===== config.mk =====
export PLATFORM = sky130hd
export DESIGN_NAME = pdc_numer
export DESIGN_NICKNAME = d
export VERILOG_FILES = /design/src/hw/rtl/pdc_pkg.sv /design/src/hw/rtl/pdc_numer.sv
export SDC_FILE = /design/constraint.sdc
export NUM_CORES = 1
export LEC_CHECK = 0
export ABC_AREA = 1
export BUFFER_PORTS_ARGS = -buffer_cell sky130_fd_sc_hd__buf_2
export CORE_ASPECT_RATIO = 1.2
export CORE_MARGIN = 10
export CORE_UTILIZATION = 50
export DETAILED_ROUTE_END_ITERATION = 8
export HOLD_SLACK_MARGIN = 0.02
export PLACE_DENSITY = 0.68
export REMOVE_ABC_BUFFERS = 1
export SYNTH_ARGS = -nofsm -noshare
export SYNTH_HDL_FRONTEND = slang
export SYNTH_SLANG_ARGS = --single-unit

===== constraint.sdc =====
create_clock -name i_clk -period 5.45 [get_ports i_clk]
set_input_delay 0.8175 -clock i_clk [delete_from_list [all_inputs] [get_ports i_clk]]
set_output_delay 0.8175 -clock i_clk [all_outputs]
set_load 0.01 [all_outputs]

===== src/hw/rtl/pdc_pkg.sv =====
// Package for the PLL divider search core: item types, constants, divider tables.
// No dependencies; every other RTL file of the block imports it.
`timescale 1ns / 1ps

package pdc_pkg;

    // Field widths
    localparam int FREQ_W    = 16;
    localparam int CLAMP_W   = 15;
    localparam int MODE_W    = 2;
    localparam int IDX_W     = 3;
    localparam int PVAL_W    = 4;
    localparam int CNT_W     = 4;
    localparam int REFDIV_W  = 8;
    localparam int FB_W      = 15;
    localparam int OUTF_W    = 32;
    localparam int VCO_W     = CLAMP_W + PVAL_W;
    localparam int FM_W      = CLAMP_W + REFDIV_W;
    localparam int MP_W      = REFDIV_W + PVAL_W;
    localparam int NUM_W     = FM_W + PVAL_W;
    localparam int TBL_MAX   = 8;

    // Configuration port
    localparam int CFG_IDX_W  = 2;
    localparam int CFG_DATA_W = 16;
    localparam logic [CFG_IDX_W-1:0] CFG_REF_FREQ = 2'd0;
    localparam logic [CFG_IDX_W-1:0] CFG_REF_DIV  = 2'd1;

    localparam logic [FREQ_W-1:0]   REF_FREQ_RST = 16'd1432;
    localparam logic [REFDIV_W-1:0] REF_DIV_RST  = 8'd31;

    // Frequency limits, 10 kHz units
    localparam logic [CLAMP_W-1:0] FREQ_LO = 15'd1475;
    localparam logic [CLAMP_W-1:0] FREQ_HI = 15'd23500;
    localparam logic [VCO_W-1:0]   VCO_LO  = 19'd11800;
    localparam logic [VCO_W-1:0]   VCO_HI  = 19'd23500;

    // Divider table selectors
    localparam logic [MODE_W-1:0] MODE_VIDEO  = 2'd0;
    localparam logic [MODE_W-1:0] MODE_MEMORY = 2'd1;
    localparam logic [MODE_W-1:0] MODE_SECOND = 2'd2;
    localparam logic [MODE_W-1:0] MODE_SPARE  = 2'd3;

    typedef struct packed {
        logic [FREQ_W-1:0] target_freq;
        logic [MODE_W-1:0] mode;
    } t_in_item;

    typedef struct packed {
        logic [FB_W-1:0]   fb_div;
        logic [IDX_W-1:0]  post_index;
        logic [PVAL_W-1:0] post_value;
        logic [OUTF_W-1:0] out_freq;
        logic              no_divider_found;
    } t_out_item;

    // Result of the divider search stage
    typedef struct packed {
        logic [CLAMP_W-1:0] freq;
        logic [IDX_W-1:0]   idx;
        logic [PVAL_W-1:0]  pval;
        logic               none;
    } t_sel;

    // Carried alongside the feedback division
    typedef struct packed {
        logic [MP_W-1:0]   mp;
        logic [IDX_W-1:0]  idx;
        logic [PVAL_W-1:0] pval;
        logic              none;
    } t_num_side;

    // Carried alongside the output frequency division
    typedef struct packed {
        logic [FB_W-1:0]   fb_div;
        logic [IDX_W-1:0]  idx;
        logic [PVAL_W-1:0] pval;
        logic              none;
    } t_scale_side;

    localparam int NUM_SIDE_W   = $bits(t_num_side);
    localparam int SCALE_SIDE_W = $bits(t_scale_side);

    // Divider shapes
    localparam int FB_DVD_W  = NUM_W;
    localparam int FB_DVS_W  = FREQ_W;
    localparam int OF_DVD_W  = OUTF_W;
    localparam int OF_DVS_W  = MP_W;

    // Number of entries in the selected table
    function automatic logic [CNT_W-1:0] table_count(input logic [MODE_W-1:0] mode);
        logic [CNT_W-1:0] cnt;
        unique case (mode) inside
            MODE_VIDEO:             cnt = 4'd8;
            MODE_MEMORY:            cnt = 4'd5;
            MODE_SECOND, MODE_SPARE: cnt = 4'd4;
        endcase
        return cnt;
    endfunction

    // Post divider value; entries past the table end read as 1
    function automatic logic [PVAL_W-1:0] post_div(input logic [MODE_W-1:0] mode,
                                                   input logic [IDX_W-1:0]  idx);
        logic [PVAL_W-1:0] pv;
        pv = 4'd1;
        unique case (mode) inside
            MODE_VIDEO: begin
                unique case (idx)
                    3'd0:    pv = 4'd1;
                    3'd1:    pv = 4'd2;
                    3'd2:    pv = 4'd3;
                    3'd3:    pv = 4'd4;
                    3'd4:    pv = 4'd5;
                    3'd5:    pv = 4'd6;
                    3'd6:    pv = 4'd8;
                    default: pv = 4'd12;
                endcase
            end
            MODE_MEMORY: begin
                unique case (idx)
                    3'd0:    pv = 4'd1;
                    3'd1:    pv = 4'd2;
                    3'd2:    pv = 4'd3;
                    3'd3:    pv = 4'd4;
                    3'd4:    pv = 4'd8;
                    default: pv = 4'd1;
                endcase
            end
            MODE_SECOND, MODE_SPARE: begin
                unique case (idx)
                    3'd0:    pv = 4'd1;
                    3'd1:    pv = 4'd2;
                    3'd2:    pv = 4'd4;
                    3'd3:    pv = 4'd8;
                    default: pv = 4'd1;
                endcase
            end
        endcase
        return pv;
    endfunction

endpackage


===== src/hw/rtl/pdc_numer.sv =====
// Two multiply stages that build the rounded-up feedback dividend f*M*P + R - 1.
// Depends on pdc_pkg for the selection and sideband types.
`timescale 1ns / 1ps

module pdc_numer
    import pdc_pkg::*;
(
    input  logic                i_clk,
    input  logic                i_rst_n,
    input  logic                i_en,
    input  logic                i_valid,
    input  t_sel                i_sel,
    input  logic [FREQ_W-1:0]   i_ref_freq,
    input  logic [REFDIV_W-1:0] i_ref_div,
    output logic                o_valid,
    output logic [NUM_W-1:0]    o_num,
    output t_num_side           o_side
);

    logic                r_valid1;
    logic                r_valid2;
    logic [FM_W-1:0]     r_fm;
    t_num_side           r_side1;
    logic [NUM_W-1:0]    r_num;
    t_num_side           r_side2;
    logic [FM_W-1:0]     n_fm;
    t_num_side           n_side1;
    logic [NUM_W-1:0]    n_num;
    logic [FREQ_W-1:0]   rnd;

    // First stage: f*M and M*P
    always_comb begin
        n_fm         = {{REFDIV_W{1'b0}}, i_sel.freq} * {{CLAMP_W{1'b0}}, i_ref_div};
        n_side1.mp   = {{PVAL_W{1'b0}}, i_ref_div} * {{REFDIV_W{1'b0}}, i_sel.pval};
        n_side1.idx  = i_sel.idx;
        n_side1.pval = i_sel.pval;
        n_side1.none = i_sel.none;
    end

    // Second stage: times P, plus R-1 to round the quotient up
    always_comb begin
        rnd   = (i_ref_freq == '0) ? '0 : i_ref_freq - 16'd1;
        n_num = {{PVAL_W{1'b0}}, r_fm} * {{FM_W{1'b0}}, r_side1.pval}
              + {{(NUM_W-FREQ_W){1'b0}}, rnd};
    end

    always_ff @(posedge i_clk) begin
        if (!i_rst_n) begin
            r_valid1 <= 1'b0;
            r_valid2 <= 1'b0;
        end else if (i_en) begin
            r_valid1 <= i_valid;
            r_valid2 <= r_valid1;
        end
    end

    always_ff @(posedge i_clk) begin
        if (i_en) begin
            r_fm    <= n_fm;
            r_side1 <= n_side1;
            r_num   <= n_num;
            r_side2 <= r_side1;
        end
    end

    assign o_valid = r_valid2;
    assign o_num   = r_num;
    assign o_side  = r_side2;

endmodule


==> out/metrics.yaml <==
num_vias: 9664
setup_ws_ns: 0.866
holdWs_ns: 0.421
viasPerCell: 4.73
syn_avg_cell_area_sq_um: 7.55
synth-edff-count: 90
num-nets-final: 2013
post_cts_buffers: 0
layout_min_cycle_time_ns: 4.58
drive_gt1_frac: 0.0861
numCtsBuffers: 9
cellPowerDensity_nw_per_um2: 645
netlist.area_leader.share: 0.237
drt_iter0_drc: 468
hold_path.class: "reg -> reg"
synth.most_common_cell: "nand2_1"
place_congestion: 0.888
final_util: 0.548
max_freq_ghz: 0.218
cp_slowest_cell: "fa_1"
worst_ep_arrival_time_ns: 4.70
period_share: 0.841
port_buffers: 98
clk_latency_ns: 0.35
reg2regPathDepth: 14
antenna_found_initial: 0
tns_ns: 0
grt_start_max_net_pins: 62
final_hold_viol_count: 0
grt_pass1_wl_um: 45700
slew_headroom: 0.416
hpwlAfterDp_um: 21700
fp.dieArea_sq_um: 31600
num_rows: 63
ys_top_cells_by_count: "nand2_1, inv_1, fa_1, ha_1, edfxtp_1"
cts_tree: "done"
synth_seq_area_share: 0.221
firstDrtPassIters: 4
netlist_area_sq_um: 12400
overflow: 0
multi_input_area_sq_um: 7700
crit_type: "in -> reg"
cp-end-kind: "flip-flop"
htree_levels: 3
synth_flop_cell: "edfxtp_1"
path_max_fanout: 19
die_w_um: 164
skew_ns: 0.00681
io_pins: 99
num_antenna_cells: 0
dp_slack_ns: 0.509
async_reset_ff_frac: 0
hold_buffers: 0
cts.clk_slew.worst_paths_ns: 0.07
synth.distinct_cells: 37
cts_sinks: 92
clock_path_buffers: 2
crit_chain: "buf_2 -> nand2_1 -> inv_1 -> fa_1 -> fa_1 -> fa_1 -> inv_1 -> fa_1 -> inv_1 -> ha_1 -> nand2_1 -> nor2_1 -> nand3b_1 -> nand3_2 -> nand2_1 -> nand3_1 -> nand2_1"
maxCapViolCount: 0
syn_inst: 1647
fillCellCount: 2409
drc: 0
drv_slew: 0
root_buffer: "clkbuf_16"
seq_area_sq_um: 2740
synth-seq-cells: 92
area_growth_pct: 8.44
cts-resized-gates: 0
cp.required_ns: 5.57
max_stage_delay_ns: 0.55
grt_usage: 0.175
ir_drop_uv: 386
tightest_slew_ns: 0.876
synth_area_leaders: "fa_1, edfxtp_1, nand2_1, inv_1, ha_1"
synth_warnings: 0
r2r_setup_slack_ns: 1.26
rsz0062_at_grt: "no"
core_area_sq_um: 24600
hold_depth: 0
initial_core_util: 0.505
die_h_um: 193
synth_area_leader_cell: "fa_1"
setup_viol: 0
outcome: "finished, final reports clean"
drt_wl_total_um: 25900
grt_pass1_vias: 10100
critPathLaunchType: "primary input"
routedWlPerCell_um: 12.7
power_leakage_uw: 0.00820
postRouteAntennaNets: 0
-- flip-flops by register name, indices dropped and copies added (netlist names) --
name,cells
r_fm,23
r_valid1,1
o_valid,1
r_side1,20
o_side,20
o_num,27
-- cells by family (layout without fill, tap and decap cells) --
logic type	Yosys count	after routing	synth area share
adders and majority gates	249	249	0.339
DFF	92	92	0.221
buffers and inverters	526	597	0.160
AOI/OAI and AO/OA	72	72	0.0314
xor gates and xnor gates	39	39	0.0275
and+or+nand+nor	669	669	0.221
-- routing by layer --
| layer | part of all wire | GRT usage | vias up |
|---|---|---|---|
| met3 | 0.030 | 0.0160 | 35 |
| met2 | 0.52 | 0.323 | 162 |
| met4 | 0.020 | 0.0530 | 0 |
| li1 | - | - | 4934 |
| met1 | 0.43 | 0.209 | 4533 |
| met5 | 0 | 0 | - |
-- path summary, 6_finish.rpt --
kind | from | endpoint
max reg2reg | r_side1[3]$_DFFE_PP_ | o_num[16]$_DFFE_PP_
max | i_ref_div[6] | r_fm[21]$_DFFE_PP_
min reg2reg | r_side1[7]$_DFFE_PP_ | o_side[7]$_DFFE_PP_
min | r_side1[7]$_DFFE_PP_ | o_side[7]$_DFFE_PP_
-- cells in the final DEF, fill, tap and decap left out, types with 6 or more instances in the layout --
cell,netlist,layout
nand2_1,498,498
inv_1,478,478
fa_1,147,147
ha_1,102,102
buf_2,2,97
edfxtp_1,90,90
nor2_1,72,72
nand3_1,48,48
a21oi_1,41,41
xor2_1,30,30
o21ai_0,21,21
nand4_1,14,14
xnor2_1,9,9
clkbuf_16,0,9
nor2_2,8,8
nand2_2,6,6
-- critical path: cells and delay by family --
family / cells / cell delay (ns)
fa+ha+maj: 5 / 2.42
buf+inv: 4 / 0.53
simple gates: 8 / 0.92
-- area by class of cell --
type | count | share of cell area
clock inverters | 7 | 0.00687
multi-input cells | 1029 | 0.571
well taps | 325 | 0.0302
repair buffers | 99 | 0.0371
inverters | 482 | 0.134
clock buffers | 9 | 0.0167
flip-flops and latches | 92 | 0.203
-- power by group --
group | leakage (uW) | internal (uW) | switching, uW
clock network | 0.000149 | 367 | 291
logic | 0.00715 | 2410 | 4170
registers | 0.000898 | 1330 | 129
-- through the flow --
stage	instance area [sq um]	instances	total power, uW
finish	13500	2043	8690
global placement	13200	2027	7970
floorplan	12300	1603	6550
CTS	13500	2043	8770
global route	13500	2043	9900
detailed placement	13200	2027	8070
Note: power is estimated with default switching activity, not from simulation.
