## config.mk

```make
export PLATFORM = sky130hd
export DESIGN_NAME = pdc_select
export DESIGN_NICKNAME = d
export VERILOG_FILES = /design/src/hw/rtl/pdc_pkg.sv /design/src/hw/rtl/pdc_select.sv
export SDC_FILE = /design/constraint.sdc
export NUM_CORES = 1
export LEC_CHECK = 0
export ABC_CLOCK_PERIOD_IN_PS = 7500
export BUFFER_PORTS_ARGS = -buffer_cell sky130_fd_sc_hd__buf_2
export CAP_MARGIN = 20
export CELL_PAD_IN_SITES_DETAIL_PLACEMENT = 0
export CELL_PAD_IN_SITES_GLOBAL_PLACEMENT = 1
export CORE_MARGIN = 2
export CORE_UTILIZATION = 49
export CTS_CLUSTER_DIAMETER = 40
export CTS_CLUSTER_SIZE = 12
export DETAILED_ROUTE_END_ITERATION = 7
export GPL_TIMING_DRIVEN = 0
export PLACE_DENSITY_LB_ADDON = 0.2
export SETUP_SLACK_MARGIN = 0.3
export SYNTH_ARGS = -nofsm -noshare
export SYNTH_HDL_FRONTEND = slang
export SYNTH_SLANG_ARGS = --single-unit
```

## constraint.sdc

```tcl
create_clock -name i_clk -period 7.5 [get_ports i_clk]
set_input_delay 0.375 -clock i_clk [delete_from_list [all_inputs] [get_ports i_clk]]
set_output_delay 0.375 -clock i_clk [all_outputs]
set_load 0.005 [all_outputs]
```

## src/hw/rtl/pdc_pkg.sv

```systemverilog
// Package for the PLL divider search core: item types, constants, divider tables.
// No dependencies; every other RTL file of the block imports it.
`timescale 1ns / 1ps

package pdc_pkg;

    // Field widths
    localparam int FREQ_W    = 16;
    localparam int CLAMP_W   = 15;
    localparam int MODE_W    = 2;
    localparam int IDX_W     = 3;
    localparam int PVAL_W    = 4;
    localparam int CNT_W     = 4;
    localparam int REFDIV_W  = 8;
    localparam int FB_W      = 15;
    localparam int OUTF_W    = 32;
    localparam int VCO_W     = CLAMP_W + PVAL_W;
    localparam int FM_W      = CLAMP_W + REFDIV_W;
    localparam int MP_W      = REFDIV_W + PVAL_W;
    localparam int NUM_W     = FM_W + PVAL_W;
    localparam int TBL_MAX   = 8;

    // Configuration port
    localparam int CFG_IDX_W  = 2;
    localparam int CFG_DATA_W = 16;
    localparam logic [CFG_IDX_W-1:0] CFG_REF_FREQ = 2'd0;
    localparam logic [CFG_IDX_W-1:0] CFG_REF_DIV  = 2'd1;

    localparam logic [FREQ_W-1:0]   REF_FREQ_RST = 16'd1432;
    localparam logic [REFDIV_W-1:0] REF_DIV_RST  = 8'd31;

    // Frequency limits, 10 kHz units
    localparam logic [CLAMP_W-1:0] FREQ_LO = 15'd1475;
    localparam logic [CLAMP_W-1:0] FREQ_HI = 15'd23500;
    localparam logic [VCO_W-1:0]   VCO_LO  = 19'd11800;
    localparam logic [VCO_W-1:0]   VCO_HI  = 19'd23500;

    // Divider table selectors
    localparam logic [MODE_W-1:0] MODE_VIDEO  = 2'd0;
    localparam logic [MODE_W-1:0] MODE_MEMORY = 2'd1;
    localparam logic [MODE_W-1:0] MODE_SECOND = 2'd2;
    localparam logic [MODE_W-1:0] MODE_SPARE  = 2'd3;

    typedef struct packed {
        logic [FREQ_W-1:0] target_freq;
        logic [MODE_W-1:0] mode;
    } t_in_item;

    typedef struct packed {
        logic [FB_W-1:0]   fb_div;
        logic [IDX_W-1:0]  post_index;
        logic [PVAL_W-1:0] post_value;
        logic [OUTF_W-1:0] out_freq;
        logic              no_divider_found;
    } t_out_item;

    // Result of the divider search stage
    typedef struct packed {
        logic [CLAMP_W-1:0] freq;
        logic [IDX_W-1:0]   idx;
        logic [PVAL_W-1:0]  pval;
        logic               none;
    } t_sel;

    // Carried alongside the feedback division
    typedef struct packed {
        logic [MP_W-1:0]   mp;
        logic [IDX_W-1:0]  idx;
        logic [PVAL_W-1:0] pval;
        logic              none;
    } t_num_side;

    // Carried alongside the output frequency division
    typedef struct packed {
        logic [FB_W-1:0]   fb_div;
        logic [IDX_W-1:0]  idx;
        logic [PVAL_W-1:0] pval;
        logic              none;
    } t_scale_side;

    localparam int NUM_SIDE_W   = $bits(t_num_side);
    localparam int SCALE_SIDE_W = $bits(t_scale_side);

    // Divider shapes
    localparam int FB_DVD_W  = NUM_W;
    localparam int FB_DVS_W  = FREQ_W;
    localparam int OF_DVD_W  = OUTF_W;
    localparam int OF_DVS_W  = MP_W;

    // Number of entries in the selected table
    function automatic logic [CNT_W-1:0] table_count(input logic [MODE_W-1:0] mode);
        logic [CNT_W-1:0] cnt;
        unique case (mode) inside
            MODE_VIDEO:             cnt = 4'd8;
            MODE_MEMORY:            cnt = 4'd5;
            MODE_SECOND, MODE_SPARE: cnt = 4'd4;
        endcase
        return cnt;
    endfunction

    // Post divider value; entries past the table end read as 1
    function automatic logic [PVAL_W-1:0] post_div(input logic [MODE_W-1:0] mode,
                                                   input logic [IDX_W-1:0]  idx);
        logic [PVAL_W-1:0] pv;
        pv = 4'd1;
        unique case (mode) inside
            MODE_VIDEO: begin
                unique case (idx)
                    3'd0:    pv = 4'd1;
                    3'd1:    pv = 4'd2;
                    3'd2:    pv = 4'd3;
                    3'd3:    pv = 4'd4;
                    3'd4:    pv = 4'd5;
                    3'd5:    pv = 4'd6;
                    3'd6:    pv = 4'd8;
                    default: pv = 4'd12;
                endcase
            end
            MODE_MEMORY: begin
                unique case (idx)
                    3'd0:    pv = 4'd1;
                    3'd1:    pv = 4'd2;
                    3'd2:    pv = 4'd3;
                    3'd3:    pv = 4'd4;
                    3'd4:    pv = 4'd8;
                    default: pv = 4'd1;
                endcase
            end
            MODE_SECOND, MODE_SPARE: begin
                unique case (idx)
                    3'd0:    pv = 4'd1;
                    3'd1:    pv = 4'd2;
                    3'd2:    pv = 4'd4;
                    3'd3:    pv = 4'd8;
                    default: pv = 4'd1;
                endcase
            end
        endcase
        return pv;
    endfunction

endpackage

```

## src/hw/rtl/pdc_select.sv

```systemverilog
// Clamp stage and post divider search for the PLL divider search core.
// Depends on pdc_pkg for the tables and limits.
`timescale 1ns / 1ps

module pdc_select
    import pdc_pkg::*;
(
    input  logic     i_clk,
    input  logic     i_rst_n,
    input  logic     i_en,
    input  logic     i_valid,
    input  t_in_item i_item,
    output logic     o_valid,
    output t_sel     o_sel
);

    logic                 r_valid;
    t_sel                 r_sel;
    t_sel                 n_sel;
    logic [CNT_W-1:0]     count;
    logic                 low;
    logic                 high;
    logic [CLAMP_W-1:0]   fc;
    logic [PVAL_W-1:0]    pv   [TBL_MAX];
    logic [VCO_W-1:0]     vco  [TBL_MAX];
    logic [TBL_MAX-1:0]   fit;
    logic [IDX_W-1:0]     idx_srch;
    logic                 found;

    // Clamp the target and test every table entry against the VCO window
    always_comb begin
        count = table_count(i_item.mode);
        low   = i_item.target_freq < {1'b0, FREQ_LO};
        high  = i_item.target_freq > {1'b0, FREQ_HI};
        if (low) begin
            fc = FREQ_LO;
        end else if (high) begin
            fc = FREQ_HI;
        end else begin
            fc = i_item.target_freq[CLAMP_W-1:0];
        end
        for (int i = 0; i < TBL_MAX; i++) begin
            pv[i]  = post_div(i_item.mode, IDX_W'(i));
            vco[i] = {{PVAL_W{1'b0}}, fc} * {{CLAMP_W{1'b0}}, pv[i]};
            fit[i] = (CNT_W'(i) < count) && (vco[i] >= VCO_LO) && (vco[i] <= VCO_HI);
        end
    end

    // Largest fitting divider wins
    always_comb begin
        idx_srch = '0;
        found    = 1'b0;
        for (int i = 0; i < TBL_MAX; i++) begin
            if (fit[i]) begin
                idx_srch = IDX_W'(i);
                found    = 1'b1;
            end
        end
    end

    always_comb begin
        n_sel.freq = fc;
        if (low) begin
            n_sel.idx = IDX_W'(count - 4'd1);
        end else if (found) begin
            n_sel.idx = idx_srch;
        end else begin
            n_sel.idx = '0;
        end
        n_sel.pval = pv[n_sel.idx];
        n_sel.none = !low && !found;
    end

    always_ff @(posedge i_clk) begin
        if (!i_rst_n) begin
            r_valid <= 1'b0;
        end else if (i_en) begin
            r_valid <= i_valid;
        end
    end

    always_ff @(posedge i_clk) begin
        if (i_en) begin
            r_sel <= n_sel;
        end
    end

    assign o_valid = r_valid;
    assign o_sel   = r_sel;

endmodule

```

==> results.yml <==
run_status:
  outcome: "finished clean"
cts:
  numCtsBuffers: 3
  clk_latency_ps: 260
  clk_pin_slew_worst_paths_ps: 70
  cts_tree: "done"
  cts_root_buf: "clkbuf_16"
  clock_path_buffers: 2
  cts.sink_count: 24
  htree_levels: 1
pwr:
  total_power_mw: 1.44
  p_leak_nw: 4.63
  pwr_density_cell_mw_per_mm2: 150
  ir_drop_mv: 0.0981
synth:
  synthArstFlopShare_pct: 0
  synthTopCellsByArea: "ha_1 20%, fa_1 12%, edfxtp_1 7.9%"
  syn_inst: 1126
  ys_types: 83
  yosys_warnings: 0
  yosysTopAreaCellShare_pct: 20.3
  synth_top_area_cell: "ha_1"
  yosysSeqAreaShare_pct: 8.13
  avgSynthCellArea_sq_um: 7.76
  ys.flop_type: "edfxtp_1"
  synth_edf_count: 23
  synth_area_sq_mm: 0.00874
  ys_seq_elements: 24
timing:
  max_freq_ghz: 0.144
  max_slew_margin_pct: 51.9
  tightest_slew_ps: 718
  layout_setup_ws_ps: 564
  rsz0062_at_grt: "yes"
  fin_setup_tns_ps: 0
  fin_crit_sh_pct: 92.5
  slew_violations: 0
  finalHoldViolCount: 0
  period_minus_slack_ps: 6940
  finalSetupViolations: 0
  finClkSkew_ps: 0
layout:
  areaGrowthSynthToFinish_pct: 10.1
  nets: 1431
  seq_area_sq_um: 711
  drive_above_1_share_pct: 8.65
  layout.cells.non_filler: 1441
  num-fill-cells: 1717
  multiInputGateArea_sq_mm: 0.00762
detailed_routing:
  drtAntennaViolNets: 0
  drtIter0Drc: 727
  wl_mm: 25.3
  vias: 8563
  via_per_inst: 5.94
  drc: 0
  drtPass1Iterations: 5
  wl_per_cell_um: 17.6
die:
  initial_core_util_pct: 50.4
  coreArea_sq_mm: 0.0174
  die_x_um: 138
  ioPinCount: 46
  rows: 48
  dieHeight_um: 138
  dieArea_sq_mm: 0.0189
setup_path:
  reg2regPathDepth: 2
  crit_type: "input pin to flop"
  critPathLaunch: "i_item[3]"
  start_kind: "input pin"
  worst-path-stages: 25
  crit_path_top_delay_cell: "or4b_2"
  arrival_ps: 7040
  max_stage_delay_ps: 650
  reg2reg_from: "o_valid$_SDFFE_PN0P_"
  crit_buf_inv: 2
  crit_family: "simple AND/OR/NAND/NOR gates"
  critPathCaptureType: "flop"
  required_ps: 7600
  crit_fanout: 6
place:
  dpl.hpwl_mm: 21.4
  place_ws_ps: -334
  portBuffers: 43
  gp_congestion: 0.934
  dp.cells: 1432
min_path:
  worstHoldPathCells: 2
  hold_start: "i_rst_n"
  min_path_type: "input pin to flop"
run:
  max-cap-violations: 0
global_routing:
  grt_pass1_vias: 7857
  grt_max_degree: 25
  antenna_found_initial: 1
  track_usage_pct: 27.0
  grt_pass1_wl_mm: 40.4
  overflow: 0
-- metal layers --
layer,wire (um),part of all wire [%],global-route usage (%),up-vias
li1,-,-,-,4248
met1,12600,50,41.2,4037
met2,10800,43,41.8,253
met3,1520,6.0,2.35,25
met4,353,1.4,4.70,0
met5,0,0,0,-
-- report_power, final --
part           switching [mW]  leakage, nW  internal (mW)
clock                  0.0484       0.0511          0.106
sequential            0.00360        0.233          0.173
combinational           0.653         4.35          0.456
total                   0.705         4.63          0.735
-- metrics by stage --
step	util, %	hold slack [ps]	cell area [sq um]
global placement	54.1	489	9380
detailed placement	54.1	505	9380
floorplan	-	487	8880
CTS	54.8	322	9520
global route	55.5	380	9630
finish	55.5	322	9630
-- state kept, by name (all words and copies together), names as in the netlist --
name,cells
o_sel,23
o_valid,1
-- cells in the mapped netlist (8+ instances only) --
library cell,instances
a211oi_1,15
a21o_1,18
a21oi_1,68
a31oi_1,16
and2_1,17
and3_1,15
clkbuf_1,27
edfxtp_1,23
fa_1,52
ha_1,142
inv_1,143
mux2i_1,9
nand2_1,66
nand2b_1,15
nand3_1,16
nand4_1,15
nor2_1,100
nor2b_1,12
nor3_1,47
o211ai_1,18
o21a_1,8
o21ai_0,52
o21bai_1,8
o31ai_1,12
or2_2,11
xnor2_1,26
xor2_1,25
-- layout by cell type (no fill, tap or decap), drive strengths merged, types with 9 or more instances in the layout --
master    n
nor3     47
o21ai    56
xor2     25
buf      49
edfxtp   23
a21oi    68
ha      142
a31oi    16
and2     18
mux2i     9
nand4    15
o211ai   18
conb     40
nor2b    12
nand3    16
nand2b   15
nand2    66
a211oi   15
xnor2    26
or2      11
fa       52
a21o     18
inv     144
and3     15
o31ai    12
nor2    100
clkbuf   30
-- final cells by class --
type,instances,share of cell area [%]
plain buffers,30,1.26
inverters,145,5.65
flip-flops and latches,24,7.38
clock inverters,1,0.312
clock buffers,3,0.780
multi-input cells,965,79.2
diodes,2,0.0520
repair buffers,46,2.47
well taps,225,2.92
-- timing repair --
item	in CTS	in global routing
hold buffers	0	0
buffers inserted	2	1
endpoints found under the setup margin	4	4
pin swaps	1	2
gates resized for setup	6	34
hold endpoints to repair	0	0
-- logic make-up after synthesis --
family	after synthesis	synth area share (%)
other	2	0.0859
and+or+nand+nor	357	20.7
buffers and inverters	175	7.53
DFF	24	8.13
xor gates and xnor gates	53	5.64
muxes	11	1.29
adders and majority gates	194	32.2
AOI/OAI and AO/OA	310	24.4
-- path summary, 6_finish.rpt --
| path | slack (ps) | endpoint |
|---|---|---|
| setup / recovery | 560 | o_sel[1]$_DFFE_PP_ |
| hold / removal | 320 | o_valid$_SDFFE_PN0P_ |
| setup reg to reg | 6920 | o_valid$_SDFFE_PN0P_ |
| hold reg to reg | 520 | o_valid$_SDFFE_PN0P_ |
Note: power is estimated with default switching activity, not from simulation.
