<file path="config.mk">
export PLATFORM = sky130hd
export DESIGN_NAME = pdc_div
export DESIGN_NICKNAME = d
export VERILOG_FILES = /design/src/hw/rtl/pdc_pkg.sv /design/src/hw/rtl/pdc_div.sv
export SDC_FILE = /design/constraint.sdc
export NUM_CORES = 2
export LEC_CHECK = 0
export ABC_AREA = 1
export BUFFER_PORTS_ARGS = -buffer_cell sky130_fd_sc_hd__buf_2
export CAP_MARGIN = 25
export CORE_UTILIZATION = 45
export DETAILED_ROUTE_END_ITERATION = 12
export PLACE_DENSITY = 0.62
export SETUP_SLACK_MARGIN = 0.5
export SYNTH_ARGS = -nofsm -noshare
export SYNTH_HDL_FRONTEND = slang
export SYNTH_SLANG_ARGS = --single-unit
</file>
<file path="constraint.sdc">
create_clock -name i_clk -period 4.1 [get_ports i_clk]
set_input_delay 0.82 -clock i_clk [delete_from_list [all_inputs] [get_ports i_clk]]
set_output_delay 0.82 -clock i_clk [all_outputs]
set_load 0.01 [all_outputs]
</file>
<file path="src/hw/rtl/pdc_pkg.sv">
// Package for the PLL divider search core: item types, constants, divider tables.
// No dependencies; every other RTL file of the block imports it.
`timescale 1ns / 1ps

package pdc_pkg;

    // Field widths
    localparam int FREQ_W    = 16;
    localparam int CLAMP_W   = 15;
    localparam int MODE_W    = 2;
    localparam int IDX_W     = 3;
    localparam int PVAL_W    = 4;
    localparam int CNT_W     = 4;
    localparam int REFDIV_W  = 8;
    localparam int FB_W      = 15;
    localparam int OUTF_W    = 32;
    localparam int VCO_W     = CLAMP_W + PVAL_W;
    localparam int FM_W      = CLAMP_W + REFDIV_W;
    localparam int MP_W      = REFDIV_W + PVAL_W;
    localparam int NUM_W     = FM_W + PVAL_W;
    localparam int TBL_MAX   = 8;

    // Configuration port
    localparam int CFG_IDX_W  = 2;
    localparam int CFG_DATA_W = 16;
    localparam logic [CFG_IDX_W-1:0] CFG_REF_FREQ = 2'd0;
    localparam logic [CFG_IDX_W-1:0] CFG_REF_DIV  = 2'd1;

    localparam logic [FREQ_W-1:0]   REF_FREQ_RST = 16'd1432;
    localparam logic [REFDIV_W-1:0] REF_DIV_RST  = 8'd31;

    // Frequency limits, 10 kHz units
    localparam logic [CLAMP_W-1:0] FREQ_LO = 15'd1475;
    localparam logic [CLAMP_W-1:0] FREQ_HI = 15'd23500;
    localparam logic [VCO_W-1:0]   VCO_LO  = 19'd11800;
    localparam logic [VCO_W-1:0]   VCO_HI  = 19'd23500;

    // Divider table selectors
    localparam logic [MODE_W-1:0] MODE_VIDEO  = 2'd0;
    localparam logic [MODE_W-1:0] MODE_MEMORY = 2'd1;
    localparam logic [MODE_W-1:0] MODE_SECOND = 2'd2;
    localparam logic [MODE_W-1:0] MODE_SPARE  = 2'd3;

    typedef struct packed {
        logic [FREQ_W-1:0] target_freq;
        logic [MODE_W-1:0] mode;
    } t_in_item;

    typedef struct packed {
        logic [FB_W-1:0]   fb_div;
        logic [IDX_W-1:0]  post_index;
        logic [PVAL_W-1:0] post_value;
        logic [OUTF_W-1:0] out_freq;
        logic              no_divider_found;
    } t_out_item;

    // Result of the divider search stage
    typedef struct packed {
        logic [CLAMP_W-1:0] freq;
        logic [IDX_W-1:0]   idx;
        logic [PVAL_W-1:0]  pval;
        logic               none;
    } t_sel;

    // Carried alongside the feedback division
    typedef struct packed {
        logic [MP_W-1:0]   mp;
        logic [IDX_W-1:0]  idx;
        logic [PVAL_W-1:0] pval;
        logic              none;
    } t_num_side;

    // Carried alongside the output frequency division
    typedef struct packed {
        logic [FB_W-1:0]   fb_div;
        logic [IDX_W-1:0]  idx;
        logic [PVAL_W-1:0] pval;
        logic              none;
    } t_scale_side;

    localparam int NUM_SIDE_W   = $bits(t_num_side);
    localparam int SCALE_SIDE_W = $bits(t_scale_side);

    // Divider shapes
    localparam int FB_DVD_W  = NUM_W;
    localparam int FB_DVS_W  = FREQ_W;
    localparam int OF_DVD_W  = OUTF_W;
    localparam int OF_DVS_W  = MP_W;

    // Number of entries in the selected table
    function automatic logic [CNT_W-1:0] table_count(input logic [MODE_W-1:0] mode);
        logic [CNT_W-1:0] cnt;
        unique case (mode) inside
            MODE_VIDEO:             cnt = 4'd8;
            MODE_MEMORY:            cnt = 4'd5;
            MODE_SECOND, MODE_SPARE: cnt = 4'd4;
        endcase
        return cnt;
    endfunction

    // Post divider value; entries past the table end read as 1
    function automatic logic [PVAL_W-1:0] post_div(input logic [MODE_W-1:0] mode,
                                                   input logic [IDX_W-1:0]  idx);
        logic [PVAL_W-1:0] pv;
        pv = 4'd1;
        unique case (mode) inside
            MODE_VIDEO: begin
                unique case (idx)
                    3'd0:    pv = 4'd1;
                    3'd1:    pv = 4'd2;
                    3'd2:    pv = 4'd3;
                    3'd3:    pv = 4'd4;
                    3'd4:    pv = 4'd5;
                    3'd5:    pv = 4'd6;
                    3'd6:    pv = 4'd8;
                    default: pv = 4'd12;
                endcase
            end
            MODE_MEMORY: begin
                unique case (idx)
                    3'd0:    pv = 4'd1;
                    3'd1:    pv = 4'd2;
                    3'd2:    pv = 4'd3;
                    3'd3:    pv = 4'd4;
                    3'd4:    pv = 4'd8;
                    default: pv = 4'd1;
                endcase
            end
            MODE_SECOND, MODE_SPARE: begin
                unique case (idx)
                    3'd0:    pv = 4'd1;
                    3'd1:    pv = 4'd2;
                    3'd2:    pv = 4'd4;
                    3'd3:    pv = 4'd8;
                    default: pv = 4'd1;
                endcase
            end
        endcase
        return pv;
    endfunction

endpackage

</file>
<file path="src/hw/rtl/pdc_div.sv">
// Pipelined restoring divider, one quotient bit per stage, sideband carried along.
// Depends on pdc_pkg for default widths. A zero divisor yields an all-ones quotient.
`timescale 1ns / 1ps

module pdc_div
    import pdc_pkg::*;
#(
    parameter int DVD_W  = FB_DVD_W,
    parameter int DVS_W  = FB_DVS_W,
    parameter int SIDE_W = NUM_SIDE_W
) (
    input  logic              i_clk,
    input  logic              i_rst_n,
    input  logic              i_en,
    input  logic              i_valid,
    input  logic [DVD_W-1:0]  i_dividend,
    input  logic [DVS_W-1:0]  i_divisor,
    input  logic [SIDE_W-1:0] i_side,
    output logic              o_valid,
    output logic [DVD_W-1:0]  o_quotient,
    output logic [SIDE_W-1:0] o_side
);

    logic              r_vld  [DVD_W];
    logic [DVS_W-1:0]  r_rem  [DVD_W];
    logic [DVD_W-1:0]  r_dq   [DVD_W];
    logic [DVS_W-1:0]  r_dvs  [DVD_W];
    logic [SIDE_W-1:0] r_side [DVD_W];

    for (genvar s = 0; s < DVD_W; s++) begin : g_stage
        logic              vld_in;
        logic [DVS_W-1:0]  rem_in;
        logic [DVD_W-1:0]  dq_in;
        logic [DVS_W-1:0]  dvs_in;
        logic [SIDE_W-1:0] side_in;
        logic [DVS_W:0]    trial;
        logic [DVS_W+1:0]  diff;
        logic              ge;
        logic [DVS_W-1:0]  n_rem;
        logic [DVD_W-1:0]  n_dq;

        if (s == 0) begin : g_first
            assign vld_in  = i_valid;
            assign rem_in  = '0;
            assign dq_in   = i_dividend;
            assign dvs_in  = i_divisor;
            assign side_in = i_side;
        end else begin : g_next
            assign vld_in  = r_vld[s-1];
            assign rem_in  = r_rem[s-1];
            assign dq_in   = r_dq[s-1];
            assign dvs_in  = r_dvs[s-1];
            assign side_in = r_side[s-1];
        end

        // Shift in the next dividend bit and subtract if it fits
        always_comb begin
            trial = {rem_in, dq_in[DVD_W-1]};
            diff  = {1'b0, trial} - {2'b0, dvs_in};
            ge    = !diff[DVS_W+1];
            n_rem = ge ? diff[DVS_W-1:0] : trial[DVS_W-1:0];
            n_dq  = {dq_in[DVD_W-2:0], ge};
        end

        always_ff @(posedge i_clk) begin
            if (!i_rst_n) begin
                r_vld[s] <= 1'b0;
            end else if (i_en) begin
                r_vld[s] <= vld_in;
            end
        end

        always_ff @(posedge i_clk) begin
            if (i_en) begin
                r_rem[s]  <= n_rem;
                r_dq[s]   <= n_dq;
                r_dvs[s]  <= dvs_in;
                r_side[s] <= side_in;
            end
        end
    end

    assign o_valid    = r_vld[DVD_W-1];
    assign o_quotient = r_dq[DVD_W-1];
    assign o_side     = r_side[DVD_W-1];

endmodule

</file>
==> results.sh <==
export IMPL_fin_crit_ps=2630
export IMPL_synthAdderAreaFrac_pct=5.91
export IMPL_synth_most_common_cell="nand2_1"
export IMPL_numCtsBuffers=223
export IMPL_fin_crit_sh_pct=64.0
export IMPL_synth_seq_area_share_pct=66.0
export IMPL_vias=58236
export IMPL_htreeDepth=4
export IMPL_synth_xor_xnor_area_share_pct=1.36
export IMPL_setup_viol=0
export IMPL_avgSynthCellArea_um2=11.3
export IMPL_synth_edff_count=2127
export IMPL_synthArstFlopShare_pct=0
export IMPL_p_switching_mw=26.5
export IMPL_wl_per_cell_um=16.0
export IMPL_ir_worst_vdd_mv=0.538
export IMPL_cts_path_max_buffers=3
export IMPL_tightest_slew_ps=893
export IMPL_synth_top_area_share_pct=66.0
export IMPL_synthToLayoutAreaGrowth_pct=11.8
export IMPL_synthTopCellsByArea="edfxtp_1, nand2_1, ha_1"
export IMPL_fp_coreArea_mm2=0.213
export IMPL_ios=115
export IMPL_hold_viol=0
export IMPL_fp_dieW_um=466
export IMPL_fin_skew_ps=65.8
export IMPL_overflow=0
export IMPL_slew_limit_headroom_pct=40.4
export IMPL_crit_fanout=18
export IMPL_cts_tree="done"
export IMPL_io_buffers=114
export IMPL_grt_max_degree=156
export IMPL_die_h_um=466
export IMPL_yosys_area_top_type="edfxtp_1"
export IMPL_antenna_found_initial=2
export IMPL_postCtsSetupBuffers=0
export IMPL_clkSinkCount=2128
export IMPL_yosysWarnings=0
export IMPL_grt_pass1_wl_um=302000
export IMPL_setup_tns_ps=0
export IMPL_synthCells=8580
export IMPL_cts_root_buf="clkbuf_16"
export IMPL_route_final_wire_length_um=190000
export IMPL_cts_clk_slew_worst_paths_ps=60
export IMPL_synth_top_family_by_area="simple AND/OR/NAND/NOR gates"
export IMPL_first_global_vias=56068
export IMPL_synth_commonest_cells="nand2_1, edfxtp_1, inv_1"
export IMPL_synth_simple_area_share_pct=18.9
export IMPL_cp_start_kind="flip-flop"
export IMPL_drt_iter0_drc=4552
export IMPL_timing_hold_ws_ps=92.0
export IMPL_fmax_mhz=381
export IMPL_hpwlAfterDp_um=135000
export IMPL_viasPerCell=4.89
export IMPL_swShare_pct=35.5
export IMPL_drive_gt1_share_pct=9.51
export IMPL_cts_repair_resized=0
export IMPL_grt_setup_unrepaired="no"
export IMPL_grt_usage_pct=17.5
export IMPL_synth_top_flop_cell="edfxtp_1"
export IMPL_critical_path_class="reg2reg"
export IMPL_internal_power_mw=48.1
export IMPL_dr_pass1_iters=6
export IMPL_fin_cells=11900
export IMPL_critPathRequiredTime_ps=4690
export IMPL_finalNetCount=9398
export IMPL_clk_insertion_delay_late_ps=900
export IMPL_synth_compound_area_share_pct=1.78
export IMPL_p_leak_nw=47.2
export IMPL_seqPwrFrac_pct=40.9
export IMPL_gp_congestion=0.890
export IMPL_arrival_ps=3220
export IMPL_maxCapViolCount=0
export IMPL_placedCellCount=11484
export IMPL_p_comb_share_pct=32.6
export IMPL_min_path_type="in2reg"
export IMPL_netlist_area_mm2=0.0968
export IMPL_clock_power_share_pct=26.5
export IMPL_drc_errors=0
export IMPL_ys_types=38
export IMPL_die_area_mm2=0.217
export IMPL_worstSetupEndpointType="flip-flop"
export IMPL_power_density_mw_per_mm2=689
export IMPL_antenna_left=0
export IMPL_row_count=169
export IMPL_start_util_pct=45.4
export IMPL_postCtsHoldBufs=0
export IMPL_synth_area_mux_share_pct=0
export IMPL_drv_slew=0
export IMPL_synth_seq_cells=2128
export IMPL_status="finished, final reports clean"
-- stage by stage --
step | worst slack [ps] | instance area [um^2] | utilization [%] | total power [mW]
final | 1470 | 108000 | 50.8 | 74.6
after global routing | 1310 | 108000 | 50.8 | 79.8
after CTS | 1490 | 108000 | 50.8 | 75.3
after detailed placement | 1380 | 101000 | 47.4 | 55.1
after global placement | 1390 | 101000 | 47.4 | 54.8
after floorplan | 1970 | 96800 | - | 48.7
-- logic make-up after synthesis --
logic type,Yosys count
fa+ha+maj,442
xor+xnor,150
flops,2128
compound gates,328
buf+inv,1464
simple gates,4067
other cells,1
-- layer usage --
layer  part of all wire, %  wire [um]  vias to the layer above  global-route usage (%)
met5                     0          0                        -                       0
met4                   2.5       4800                        0                    5.38
met3                   4.5       8590                      291                    2.56
met2                    46      87500                     1210                    28.0
met1                    47      89300                    27409                    24.7
li1                      -          -                    29326                       -
-- path summary, 6_finish.rpt --
check	from	to	slack [ps]	cells past startpoint
hold reg to reg	r_dq[20][25]$_DFFE_PP_	r_dq[21][26]$_DFFE_PP_	380	0
hold / removal	i_dividend[24]	r_dq[0][25]$_DFFE_PP_	90	1
setup / recovery	r_rem[0][13]$_SDFFCE_PN0P_	r_rem[1][11]$_DFFE_PP_	1470	7
setup reg to reg	r_rem[0][13]$_SDFFCE_PN0P_	r_rem[1][11]$_DFFE_PP_	1470	7
-- final cells by class --
cell class	count	area [um^2]
repair buffers	156	1220
diodes	2	5.00
flip-flops and latches	2128	63900
inverters	1386	5200
clock inverters	147	1570
clock buffers	266	5740
fillers	18601	105000
well taps	2821	3530
multi-input cells	4994	27100
-- critical path: stages (launching register included) --
cell and delay [ps]:
edfxtp_1 410, ha_1 360, a21oi_1 210, o21ai_0 120
nor2_2 710, nand2_4 330, nand3_1 150, nand2_1 80
-- power by group through the flow --
stage | clock (mW) | combinational (mW) | sequential, mW
floorplan | 0 | 18.7 | 30.0
global placement | 0 | 23.8 | 30.9
detailed placement | 0 | 24.1 | 31.0
CTS | 20.5 | 24.3 | 30.6
global route | 21.3 | 27.8 | 30.8
finish | 19.8 | 24.4 | 30.5
-- layout by cell type, fill, tap and decap left out, drive strengths merged --
cell / n
or3: 1
nor2: 443
conb: 7
clkinv: 101
ha: 417
nor4: 2
xor2: 117
edfxtp: 2127
nand2: 2562
or2: 33
and3: 1
dfxtp: 1
nand3: 786
a21oi: 272
o21ai: 54
bufinv: 18
o2111ai: 1
buf: 156
fa: 25
nor3: 60
inv: 1398
xnor2: 33
clkbuf: 266
diode: 2
a21o: 1
clkinvlp: 16
nand3b: 92
nand4: 70
and2: 17
-- flip-flops by register name, summed over array words and instances (netlist names) --
signal  flops
r_dq      729
r_dvs     416
r_rem     416
r_side    540
r_vld      27
Power figures use the tool's default switching activity.
